===== config.mk =====
export PLATFORM = sky130hd
export DESIGN_NAME = selective_repeat_sender_window_top
export DESIGN_NICKNAME = d
export VERILOG_FILES = /design/src/hw/rtl/srsw_pkg.sv /design/src/hw/rtl/selective_repeat_sender_window_top.sv /design/src/hw/rtl/srsw_seq_unit.sv /design/src/hw/rtl/srsw_mod_unit.sv /design/src/hw/rtl/srsw_slot_store.sv
export VERILOG_INCLUDE_DIRS = /design/src /design/src/hw/rtl
export SDC_FILE = /design/constraint.sdc
export NUM_CORES = 1
export LEC_CHECK = 0
export BUFFER_PORTS_ARGS = -buffer_cell sky130_fd_sc_hd__buf_2
export CORE_MARGIN = 5
export CORE_UTILIZATION = 40
export CTS_BUF_LIST = sky130_fd_sc_hd__clkbuf_4
export DETAILED_ROUTE_END_ITERATION = 8
export SKIP_LAST_GASP = 1
export SLEW_MARGIN = 20
export SYNTH_ARGS = -nofsm -noshare
export SYNTH_HDL_FRONTEND = slang
export SYNTH_SLANG_ARGS = --single-unit

===== constraint.sdc =====
create_clock -name clk_i -period 10.1 [get_ports clk_i]
set_input_delay 1.01 -clock clk_i [delete_from_list [all_inputs] [get_ports clk_i]]
set_output_delay 1.01 -clock clk_i [all_outputs]
set_load 0.005 [all_outputs]

===== src/hw/rtl/selective_repeat_sender_window_top_defines.svh =====
// Assertion helpers shared by the checking code of the sender window.
`ifndef SELECTIVE_REPEAT_SENDER_WINDOW_TOP_DEFINES_SVH
`define SELECTIVE_REPEAT_SENDER_WINDOW_TOP_DEFINES_SVH

// Check a consequence in the same cycle as its cause.
`define SRSW_ASSERT_NOW(label, clk, rst_n, ante, cons, msg) \
  label: assert property (@(posedge clk) disable iff (!rst_n) (ante) |-> (cons)) \
    else $error(msg);

// Check a consequence in the cycle after its cause.
`define SRSW_ASSERT_NEXT(label, clk, rst_n, ante, cons, msg) \
  label: assert property (@(posedge clk) disable iff (!rst_n) (ante) |=> (cons)) \
    else $error(msg);

`endif


===== src/hw/rtl/srsw_pkg.sv =====
package srsw_pkg;

  // Window geometry
  localparam int WINDOW = 10;
  localparam int SLOT_W = $clog2(WINDOW);

  // Field widths
  localparam int SEQ_W = 16;
  localparam int ACK_W = 17;
  localparam int ACT_W = 2;

  // Ack slot reduction: reciprocal multiply, exact for every SEQ_W-bit value
  localparam int MOD_SH  = SEQ_W + SLOT_W;
  localparam int RECIP_W = SEQ_W + 1;
  localparam logic [RECIP_W-1:0] RECIP =
    RECIP_W'(((64'd1 << MOD_SH) + 64'(WINDOW) - 64'd1) / 64'(WINDOW));

  // Input action codes
  localparam logic [ACT_W-1:0] ACT_START   = 2'd0;
  localparam logic [ACT_W-1:0] ACT_ACK     = 2'd1;
  localparam logic [ACT_W-1:0] ACT_TIMEOUT = 2'd2;

  // Write command from the sequencer to the slot store
  typedef struct packed {
    logic                    make;
    logic [SLOT_W-1:0]       make_idx;
    logic [SEQ_W-1:0]        seq;
    logic signed [ACK_W-1:0] ack_snap;
    logic                    mark;
    logic [SLOT_W-1:0]       mark_idx;
  } slot_cmd_t;

endpackage


===== src/hw/rtl/selective_repeat_sender_window_top.sv =====
// Channel   Direction  Handshake               Payload
// cfg       in         cfg_valid_i/cfg_ready_o cfg_data_i (total_packets)
// in        in         in_valid_i/in_stall_o   action_i, ack_seq_i
// out       out        out_valid_o/out_stall_i send_seq_o .. last_of_run_o
//
// Start: accepted in ST_IDLE, then ST_FILL issues send requests (up to WINDOW).
// Ack: accepted in ST_IDLE, then ST_MOD marks the slot index (reciprocal multiply
// in the remainder unit), ST_CHK checks the border, then ST_SLIDE issues requests.
// Timeout: accepted in ST_IDLE, then ST_SCAN visits the slots (up to WINDOW).
// The input is taken only between items; the output register stalls the run.
// Reset clears all flags at once; no clearing pass follows reset.
`include "selective_repeat_sender_window_top_defines.svh"

module selective_repeat_sender_window_top (
  input  logic                              clk_i,
  input  logic                              rst_ni,
  input  logic                              cfg_valid_i,
  output logic                              cfg_ready_o,
  input  logic [srsw_pkg::SEQ_W-1:0]        cfg_data_i,
  input  logic                              in_valid_i,
  output logic                              in_stall_o,
  input  logic [srsw_pkg::ACT_W-1:0]        action_i,
  input  logic [srsw_pkg::SEQ_W-1:0]        ack_seq_i,
  output logic                              out_valid_o,
  input  logic                              out_stall_i,
  output logic [srsw_pkg::SEQ_W-1:0]        send_seq_o,
  output logic                              relay_channel_o,
  output logic                              is_retransmit_o,
  output logic                              is_final_packet_o,
  output logic signed [srsw_pkg::ACK_W-1:0] carried_last_ack_o,
  output logic                              last_of_run_o
);
  import srsw_pkg::*;

  // Sequencer states
  localparam logic [2:0] ST_IDLE  = 3'd0;
  localparam logic [2:0] ST_FILL  = 3'd1;
  localparam logic [2:0] ST_MOD   = 3'd2;
  localparam logic [2:0] ST_CHK   = 3'd3;
  localparam logic [2:0] ST_SLIDE = 3'd4;
  localparam logic [2:0] ST_SCAN  = 3'd5;

  localparam logic [SLOT_W-1:0] LAST_SLOT = SLOT_W'(WINDOW - 1);

  logic [2:0]              state_q, state_d;
  logic [SEQ_W-1:0]        total_q, total_d;
  logic [SEQ_W-1:0]        next_seq_q, next_seq_d;
  logic                    source_ended_q, source_ended_d;
  logic signed [ACK_W-1:0] last_ack_q, last_ack_d;
  logic [SLOT_W-1:0]       border_q, border_d;
  logic [SLOT_W-1:0]       start_q, start_d;
  logic [SLOT_W-1:0]       idx_q, idx_d;
  logic [SEQ_W-1:0]        ack_q, ack_d;

  logic                    out_valid_q, out_valid_d;
  logic [SEQ_W-1:0]        out_seq_q;
  logic                    out_retx_q;
  logic                    out_final_q;
  logic signed [ACK_W-1:0] out_ack_q;
  logic                    out_last_q;

  logic                    in_accept;
  logic                    can_emit;
  logic                    emit;
  logic                    more;
  logic                    retx;
  logic                    ended_after;
  logic signed [ACK_W-1:0] emit_ack;
  logic [SLOT_W-1:0]       nxt_border;
  logic [WINDOW-1:0]       pend;
  logic [WINDOW-1:0]       later;
  logic [SEQ_W-1:0]        seq_src;
  logic [SEQ_W-1:0]        seq_inc;
  logic                    is_final;
  logic [SLOT_W-1:0]       rem_next;
  logic [SEQ_W-1:0]        rd_seq;
  logic signed [ACK_W-1:0] rd_last_ack;
  logic [WINDOW-1:0]       slot_valid;
  logic [WINDOW-1:0]       slot_acked;
  slot_cmd_t               cmd;

  // Shared increment and final-packet compare
  srsw_seq_unit u_seq (
    .seq_i      (seq_src),
    .total_i    (total_q),
    .seq_inc_o  (seq_inc),
    .is_final_o (is_final)
  );

  // Remainder unit for the acked slot index
  srsw_mod_unit u_mod (
    .value_i (ack_q),
    .rem_o   (rem_next)
  );

  srsw_slot_store u_store (
    .clk_i         (clk_i),
    .rst_ni        (rst_ni),
    .cmd_i         (cmd),
    .rd_idx_i      (idx_q),
    .rd_seq_o      (rd_seq),
    .rd_last_ack_o (rd_last_ack),
    .valid_o       (slot_valid),
    .acked_o       (slot_acked)
  );

  assign cfg_ready_o = 1'b1;
  assign in_stall_o  = (state_q != ST_IDLE);
  assign in_accept   = in_valid_i & ~in_stall_o;
  assign can_emit    = ~out_valid_q | ~out_stall_i;

  // Sequence the work of one item
  always_comb begin
    state_d        = state_q;
    total_d        = cfg_valid_i ? cfg_data_i : total_q;
    next_seq_d     = next_seq_q;
    source_ended_d = source_ended_q;
    last_ack_d     = last_ack_q;
    border_d       = border_q;
    start_d        = start_q;
    idx_d          = idx_q;
    ack_d          = ack_q;
    emit           = 1'b0;
    more           = 1'b0;
    retx           = 1'b0;
    emit_ack       = last_ack_q;
    cmd            = '0;
    cmd.seq        = next_seq_q;
    cmd.ack_snap   = last_ack_q;

    pend        = slot_valid & ~slot_acked;
    later       = pend >> idx_q;
    nxt_border  = (border_q == LAST_SLOT) ? '0 : border_q + 1'b1;
    seq_src     = (state_q == ST_SCAN) ? rd_seq : next_seq_q;
    ended_after = source_ended_q | is_final;

    case (state_q)
      ST_IDLE: begin
        if (in_accept) begin
          case (action_i)
            ACT_START: begin
              idx_d = '0;
              if (!source_ended_q) state_d = ST_FILL;
            end
            ACT_ACK: begin
              last_ack_d = {1'b0, ack_seq_i};
              ack_d      = ack_seq_i;
              state_d    = ST_MOD;
            end
            ACT_TIMEOUT: begin
              idx_d = '0;
              if (|pend) state_d = ST_SCAN;
            end
            default: ;
          endcase
        end
      end
      ST_FILL: begin
        if (can_emit) begin
          emit         = 1'b1;
          cmd.make     = 1'b1;
          cmd.make_idx = idx_q;
          more         = ~ended_after & (idx_q != LAST_SLOT);
          idx_d        = idx_q + 1'b1;
          if (!more) state_d = ST_IDLE;
        end
      end
      ST_MOD: begin
        cmd.mark     = 1'b1;
        cmd.mark_idx = rem_next;
        state_d      = ST_CHK;
      end
      ST_CHK: begin
        if (slot_acked[border_q] && !source_ended_q) begin
          start_d = border_q;
          state_d = ST_SLIDE;
        end else begin
          state_d = ST_IDLE;
        end
      end
      ST_SLIDE: begin
        if (can_emit) begin
          emit         = 1'b1;
          cmd.make     = 1'b1;
          cmd.make_idx = border_q;
          border_d     = nxt_border;
          more = ~ended_after & slot_acked[nxt_border] & (nxt_border != start_q);
          if (!more) state_d = ST_IDLE;
        end
      end
      ST_SCAN: begin
        if (pend[idx_q]) begin
          if (can_emit) begin
            emit     = 1'b1;
            retx     = 1'b1;
            emit_ack = rd_last_ack;
            more     = |later[WINDOW-1:1];
            idx_d    = idx_q + 1'b1;
            if (!more) state_d = ST_IDLE;
          end
        end else begin
          idx_d = idx_q + 1'b1;
        end
      end
      default: state_d = ST_IDLE;
    endcase

    // Advance the source on every new packet
    if (cmd.make) begin
      next_seq_d = seq_inc;
      if (is_final) source_ended_d = 1'b1;
    end

    // Hold or drain the output register
    if (emit) out_valid_d = 1'b1;
    else if (!out_stall_i) out_valid_d = 1'b0;
    else out_valid_d = out_valid_q;
  end

  // Control registers
  always_ff @(posedge clk_i or negedge rst_ni) begin
    if (!rst_ni) begin
      state_q        <= ST_IDLE;
      total_q        <= SEQ_W'(1);
      next_seq_q     <= '0;
      source_ended_q <= 1'b0;
      last_ack_q     <= '1;
      border_q       <= '0;
      out_valid_q    <= 1'b0;
    end else begin
      state_q        <= state_d;
      total_q        <= total_d;
      next_seq_q     <= next_seq_d;
      source_ended_q <= source_ended_d;
      last_ack_q     <= last_ack_d;
      border_q       <= border_d;
      out_valid_q    <= out_valid_d;
    end
  end

  // Working registers and output payload
  always_ff @(posedge clk_i) begin
    start_q <= start_d;
    idx_q   <= idx_d;
    ack_q   <= ack_d;
    if (emit) begin
      out_seq_q   <= seq_src;
      out_retx_q  <= retx;
      out_final_q <= is_final;
      out_ack_q   <= emit_ack;
      out_last_q  <= ~more;
    end
  end

  assign out_valid_o        = out_valid_q;
  assign send_seq_o         = out_seq_q;
  assign relay_channel_o    = out_seq_q[0];
  assign is_retransmit_o    = out_retx_q;
  assign is_final_packet_o  = out_final_q;
  assign carried_last_ack_o = out_ack_q;
  assign last_of_run_o      = out_last_q;

  // Checks on the sequencer
  `SRSW_ASSERT_NOW(a_slide_live, clk_i, rst_ni, state_q == ST_SLIDE, !source_ended_q, "slide after source end")
  `SRSW_ASSERT_NEXT(a_run_end, clk_i, rst_ni, emit && !more, state_q == ST_IDLE, "run did not end")
  `SRSW_ASSERT_NOW(a_border, clk_i, rst_ni, 1'b1, border_q <= LAST_SLOT, "border slot out of range")
  `SRSW_ASSERT_NEXT(a_ack_mod, clk_i, rst_ni, in_accept && action_i == ACT_ACK, state_q == ST_MOD, "ack not reduced")

endmodule


===== src/hw/rtl/srsw_seq_unit.sv =====
module srsw_seq_unit (
  input  logic [srsw_pkg::SEQ_W-1:0] seq_i,
  input  logic [srsw_pkg::SEQ_W-1:0] total_i,
  output logic [srsw_pkg::SEQ_W-1:0] seq_inc_o,
  output logic                       is_final_o
);
  import srsw_pkg::*;

  logic [SEQ_W:0] sum;

  // Increment without wrap for the final test, wrap for the next sequence
  always_comb begin
    sum        = {1'b0, seq_i} + 1'b1;
    seq_inc_o  = sum[SEQ_W-1:0];
    is_final_o = (sum >= {1'b0, total_i});
  end

endmodule


===== src/hw/rtl/srsw_mod_unit.sv =====
module srsw_mod_unit (
  input  logic [srsw_pkg::SEQ_W-1:0]  value_i,
  output logic [srsw_pkg::SLOT_W-1:0] rem_o
);
  import srsw_pkg::*;

  localparam int                PROD_W = RECIP_W + SEQ_W;
  localparam logic [SLOT_W-1:0] WIN_L  = SLOT_W'(WINDOW);

  logic [PROD_W-1:0] prod;
  logic [SLOT_W-1:0] quo_lo;
  logic [SLOT_W-1:0] back;

  // Quotient by reciprocal multiply; the remainder needs only the low bits
  always_comb begin
    prod   = {{SEQ_W{1'b0}}, RECIP} * {{RECIP_W{1'b0}}, value_i};
    quo_lo = SLOT_W'(prod >> MOD_SH);
    back   = quo_lo * WIN_L;
    rem_o  = value_i[SLOT_W-1:0] - back;
  end

endmodule


===== src/hw/rtl/srsw_slot_store.sv =====
module srsw_slot_store (
  input  logic                              clk_i,
  input  logic                              rst_ni,
  input  srsw_pkg::slot_cmd_t               cmd_i,
  input  logic [srsw_pkg::SLOT_W-1:0]       rd_idx_i,
  output logic [srsw_pkg::SEQ_W-1:0]        rd_seq_o,
  output logic signed [srsw_pkg::ACK_W-1:0] rd_last_ack_o,
  output logic [srsw_pkg::WINDOW-1:0]       valid_o,
  output logic [srsw_pkg::WINDOW-1:0]       acked_o
);
  import srsw_pkg::*;

  logic [WINDOW-1:0]       valid_q;
  logic [WINDOW-1:0]       acked_q;
  logic [SEQ_W-1:0]        seq_q      [WINDOW];
  logic signed [ACK_W-1:0] last_ack_q [WINDOW];

  // Update slot flags: a new packet is valid and unacked, an ack marks its slot
  always_ff @(posedge clk_i or negedge rst_ni) begin
    if (!rst_ni) begin
      valid_q <= '0;
      acked_q <= '0;
    end else begin
      if (cmd_i.make) begin
        valid_q[cmd_i.make_idx] <= 1'b1;
        acked_q[cmd_i.make_idx] <= 1'b0;
      end
      if (cmd_i.mark) begin
        acked_q[cmd_i.mark_idx] <= 1'b1;
      end
    end
  end

  // Store packet contents
  always_ff @(posedge clk_i) begin
    if (cmd_i.make) begin
      seq_q[cmd_i.make_idx]      <= cmd_i.seq;
      last_ack_q[cmd_i.make_idx] <= cmd_i.ack_snap;
    end
  end

  assign rd_seq_o      = seq_q[rd_idx_i];
  assign rd_last_ack_o = last_ack_q[rd_idx_i];
  assign valid_o       = valid_q;
  assign acked_o       = acked_q;

endmodule

==> qor.log <==
[clock_tree] setup bufs post-CTS 0
[critical_path] critical path startpoint category flip-flop
[clock_tree] number of sinks handled by clock tree synthesis 472
[layout] commonest non-fill, non-tap cell in the layout sky130_fd_sc_hd__edfxtp_1
[grt] met1 Resource Use GR 0.235
[critical_path] required arrival time at the worst endpoint 10.76 ns
[grt] number of antenna violations at the first check in global routing 3
[detailed_routing] number of detailed-routing iterations run before antenna repair 5
[grt] global route total overflow 0
[grt] via count of the first global-routing pass 13800
[critical_path] cell repeated most along the worst path sky130_fd_sc_hd__fa_1
[yosys] number of standard cells after synthesis 1521
[yosys] Synth Area in XOR/XNOR 0.0136
[clock_tree] hold buffer count at cts 0
[pwr] total leakage power 0.00970 uW
[detailed_routing] DR vias/cell 5.23
[grt] met2 Resource Use GR 0.276
[grt] busiest layer in global routing met2
[clock_tree] Clock Root Buffer sky130_fd_sc_hd__clkbuf_4
[pwr] pwr dens 322 mW/mm^2
[placement] DPL Wire Length 33400 um
[placement] post-detailed-placement cell area 0.0240 mm^2
[detailed_routing] 1st-iter DRT viols 998
[layout] share of layout cells above drive strength 1 0.253
[layout] post-route cell area 0.0254 mm^2
[critical_path] Max stage delay on crit path 0.63 ns
[critical_path] Buffers & Inverters on Critical Path 5
[sta] unrepaired setup endpoints after global routing false
[yosys] largest family of logic cells by synthesized area multiplexers
[layout] filler instances 5107
[grt] maximum number of pins on one net before global-route repair 64
[die] die span in x 249 um
[detailed_routing] average wire per standard cell 21.0 um
[sta] number of slew-limit violations in the final report 0
[die] I/O pins 79
[yosys] Synth Register Bits 472
[clock_tree] Clk pin slew, worst setup/hold paths 0.08 ns
[grt] total track usage 0.170
[clock_tree] Max H-tree Level 3
[critical_path] data arrival time at the worst-slack endpoint 8.17 ns
[detailed_routing] Total Routed Length 53000 um
[yosys] number of different library cells in the post-synthesis netlist 95
[grt] met3 Use GR 0.0330
[sta] total of endpoints with negative setup slack in the final report 0
[clock_tree] number of gates given a new drive strength after cts 0
[die] core footprint 0.0566 mm^2
[detailed_routing] DRT antenna net count 0
[sta] Period minus WS final 7.51 ns
[die] effective utilization at floorplan 0.405
[layout] signed area change from the synthesized netlist to the final layout 11.0%
[layout] most frequent cells in the layout sky130_fd_sc_hd__edfxtp_1 (390), sky130_fd_sc_hd__clkbuf_4 (165), sky130_fd_sc_hd__inv_1 (141)
[yosys] number of synthesized flops with an enable pin 390
[detailed_routing] post-detailed-route DRC marker count 0
[run] count of max-cap constraint violations 0
[clock_tree] Num CTS Buffers 112
[outcome] run status finished, final reports clean
[critical_path] top fanout value on the critical path 10
[die] number of rows in the core area 87
[critical_path] top cell family by delay on the critical path adder cells
[detailed_routing] via total after detailed routing 13200
[placement] count of input and output buffers 77
[critical_path] critical path class flip-flop to flip-flop
[yosys] register area share after synthesis 0.601
[yosys] synthesized-area fraction occupied by ao, oa, aoi and oai cells 0.0582
[sta] tightest slew margin relative to the limit 0.327
[yosys] Synth Flop Type sky130_fd_sc_hd__edfxtp_1
[layout] Post-layout nets 1872
[yosys] simple-gate area share of the yosys netlist 0.0634
[sta] final critical-path share of the clock period 0.744
[critical_path] Crit-path slowest cell sky130_fd_sc_hd__xnor2_1
[sta] fmax 133 MHz
[sta] number of endpoints with negative hold slack in the final report 0
[clock_tree] clock insertion delay at the later pin of the skew report 0.82 ns
[hold_path] Hold/Removal Path Class input pin to async pin
[placement] gp weighted congestion 0.845
[clock_tree] TritonCTS clock tree built
[yosys] netlist area before placement 0.0229 mm^2
[yosys] mux contribution to synthesized area 0.112
[grt] wire length of the first global-routing pass 82200 um
[die] full die area 0.0622 mm^2
[yosys] adder-cell area share of the yosys netlist 0.107
[sta] Least-Margin Pin Slew 1.01 ns
[pwr] worst supply voltage drop on vdd 0.000326 V
[sta] worst-case clock skew 0.0509 ns
[yosys] post-synthesis area per instance 15.1 um^2
[yosys] async set-reset flop share out of synthesis 0.165
[critical_path] endpoint kind of the worst setup timing path flip-flop
[sta] Post-Route Setup TNS 0 ns
[clock_tree] CTS Buffer Depth 3
[yosys] yosys synthesis warning count 0
[die] height of the die 249 um
[yosys] post-synth net total 1722
==> report_power, final <==
part           total [uW]  leakage [uW]  switching (uW)  internal (uW)
Sequential           3220       0.00453             397           2830
Combinational        3440       0.00430            2000           1440
Clock                1530      0.000877             749            780
==> through the flow <==
| step | utilization | power [uW] | setup WS (ns) | hold slack [ns] | cells |
|---|---|---|---|---|---|
| final | 0.449 | 8200 | 2.59 | 0.332 | 2527 |
| after global placement | 0.423 | 6640 | 2.80 | 0.442 | 2313 |
| after CTS | 0.449 | 8290 | 2.59 | 0.274 | 2526 |
| after detailed placement | 0.423 | 6730 | 2.63 | 0.444 | 2313 |
| after floorplan | - | 5730 | 3.36 | 0.423 | 1521 |
| after global routing | 0.449 | 8800 | 2.12 | 0.272 | 2527 |
==> flip-flops by register name (all words and copies together) (netlist names), 3 cells and up, named ones only <==
register and count:
ack_q 16, border_q 4, carried_last_ack_o 17, idx_q 4
last_ack_q 17, next_seq_q 16, send_seq_o 16, start_q 4
state_q 3, total_q 16, u_store.acked_o 10, u_store.last_ack_q 170
u_store.seq_q 160, u_store.valid_o 10
==> worst paths after layout <==
path,end,slack [ns],startpoint,cells past startpoint
worst min-delay path,last_ack_q[14]$_DFFE_PN1P_,0.33,rst_ni,1
max in group asynchronous,state_q[2]$_DFFE_PN0P_,8.81,rst_ni,2
min in group clk_i,ack_q[10]$_DFFE_PP_,0.40,ack_seq_i[10],1
worst max-delay path,u_store.acked_o[3]$_DFF_PN0_,2.59,ack_q[2]$_DFFE_PP_,25
worst max register to register,u_store.acked_o[3]$_DFF_PN0_,2.59,ack_q[2]$_DFFE_PP_,25
worst min register to register,u_store.valid_o[4]$_DFFE_PN0P_,0.46,u_store.valid_o[4]$_DFFE_PN0P_,1
==> per-layer routing <==
layer	routed length [um]	share of wire	up-vias
met4	1000	0.019	0
met2	25500	0.48	321
met3	2750	0.052	70
met5	0	0	-
met1	23800	0.45	6768
li1	-	-	6050
==> worst reg2reg max path, cell delays in order, from the launching register on <==
cell and delay (ns):
sky130_fd_sc_hd__edfxtp_1 0.49, sky130_fd_sc_hd__ha_1 0.37, sky130_fd_sc_hd__fa_1 0.58, sky130_fd_sc_hd__inv_1 0.09
sky130_fd_sc_hd__fa_1 0.51, sky130_fd_sc_hd__inv_1 0.06, sky130_fd_sc_hd__fa_1 0.48, sky130_fd_sc_hd__inv_1 0.06
sky130_fd_sc_hd__fa_1 0.53, sky130_fd_sc_hd__fa_1 0.56, sky130_fd_sc_hd__inv_1 0.04, sky130_fd_sc_hd__ha_1 0.30
sky130_fd_sc_hd__nand4_1 0.13, sky130_fd_sc_hd__a211oi_1 0.18, sky130_fd_sc_hd__o21ai_0 0.13, sky130_fd_sc_hd__a21oi_1 0.50
sky130_fd_sc_hd__xor2_1 0.20, sky130_fd_sc_hd__ha_1 0.16, sky130_fd_sc_hd__inv_1 0.05, sky130_fd_sc_hd__fa_1 0.39
sky130_fd_sc_hd__xnor2_1 0.18, sky130_fd_sc_hd__xnor2_1 0.15, sky130_fd_sc_hd__xnor2_1 0.15, sky130_fd_sc_hd__xnor3_1 0.24
sky130_fd_sc_hd__xnor2_1 0.63, sky130_fd_sc_hd__o21ai_0 0.21
==> cells in the mapped netlist (all sizes together) (6+ instances only) <==
cell type,count,area (um^2)
mux2i,42,420
buf,27,265
a31oi,7,58.8
clkbuf,30,183
dfrtp,60,1500
o21ai,83,415
ha,106,1330
edfxtp,390,11700
a22oi,7,52.6
xnor2,22,193
mux2,55,619
nand3,20,105
a21oi,23,115
and2,7,43.8
inv,146,548
nor3b,9,67.6
nand4,10,83.8
dfstp,18,473
nor2,52,195
fa,56,1120
a21o,8,62.6
o31ai,8,70.1
or2,9,56.3
mux4,66,1530
o22ai,8,50.1
o21a,6,45.0
xor2,11,96.3
nor2b,16,108
nor3,14,70.1
nand2,108,405
a211oi,7,52.6
nand2b,8,50.1
==> cell type report <==
| class | count | area (um^2) | area share |
|---|---|---|---|
| flip-flops and latches | 472 | 13800 | 0.541 |
| multi-input cells | 843 | 8180 | 0.322 |
| clock buffers | 165 | 1240 | 0.0487 |
| well taps | 756 | 946 | 0.0372 |
| inverters | 146 | 548 | 0.0215 |
| repair buffers | 96 | 531 | 0.0209 |
| clock inverters | 48 | 220 | 0.00866 |
| diodes | 1 | 2.50 | 0.0000984 |
==> cell families after synthesis <==
family                   count (synthesis)
AND/OR/NAND/NOR                        285
flip-flops                             472
buffers and inverters                  206
XOR/XNOR                                34
adder cells (fa/ha/maj)                162
multiplexers                           163
AO/OA/AOI/OAI                          198
other                                    1
(Power assumes the default switching activity.)
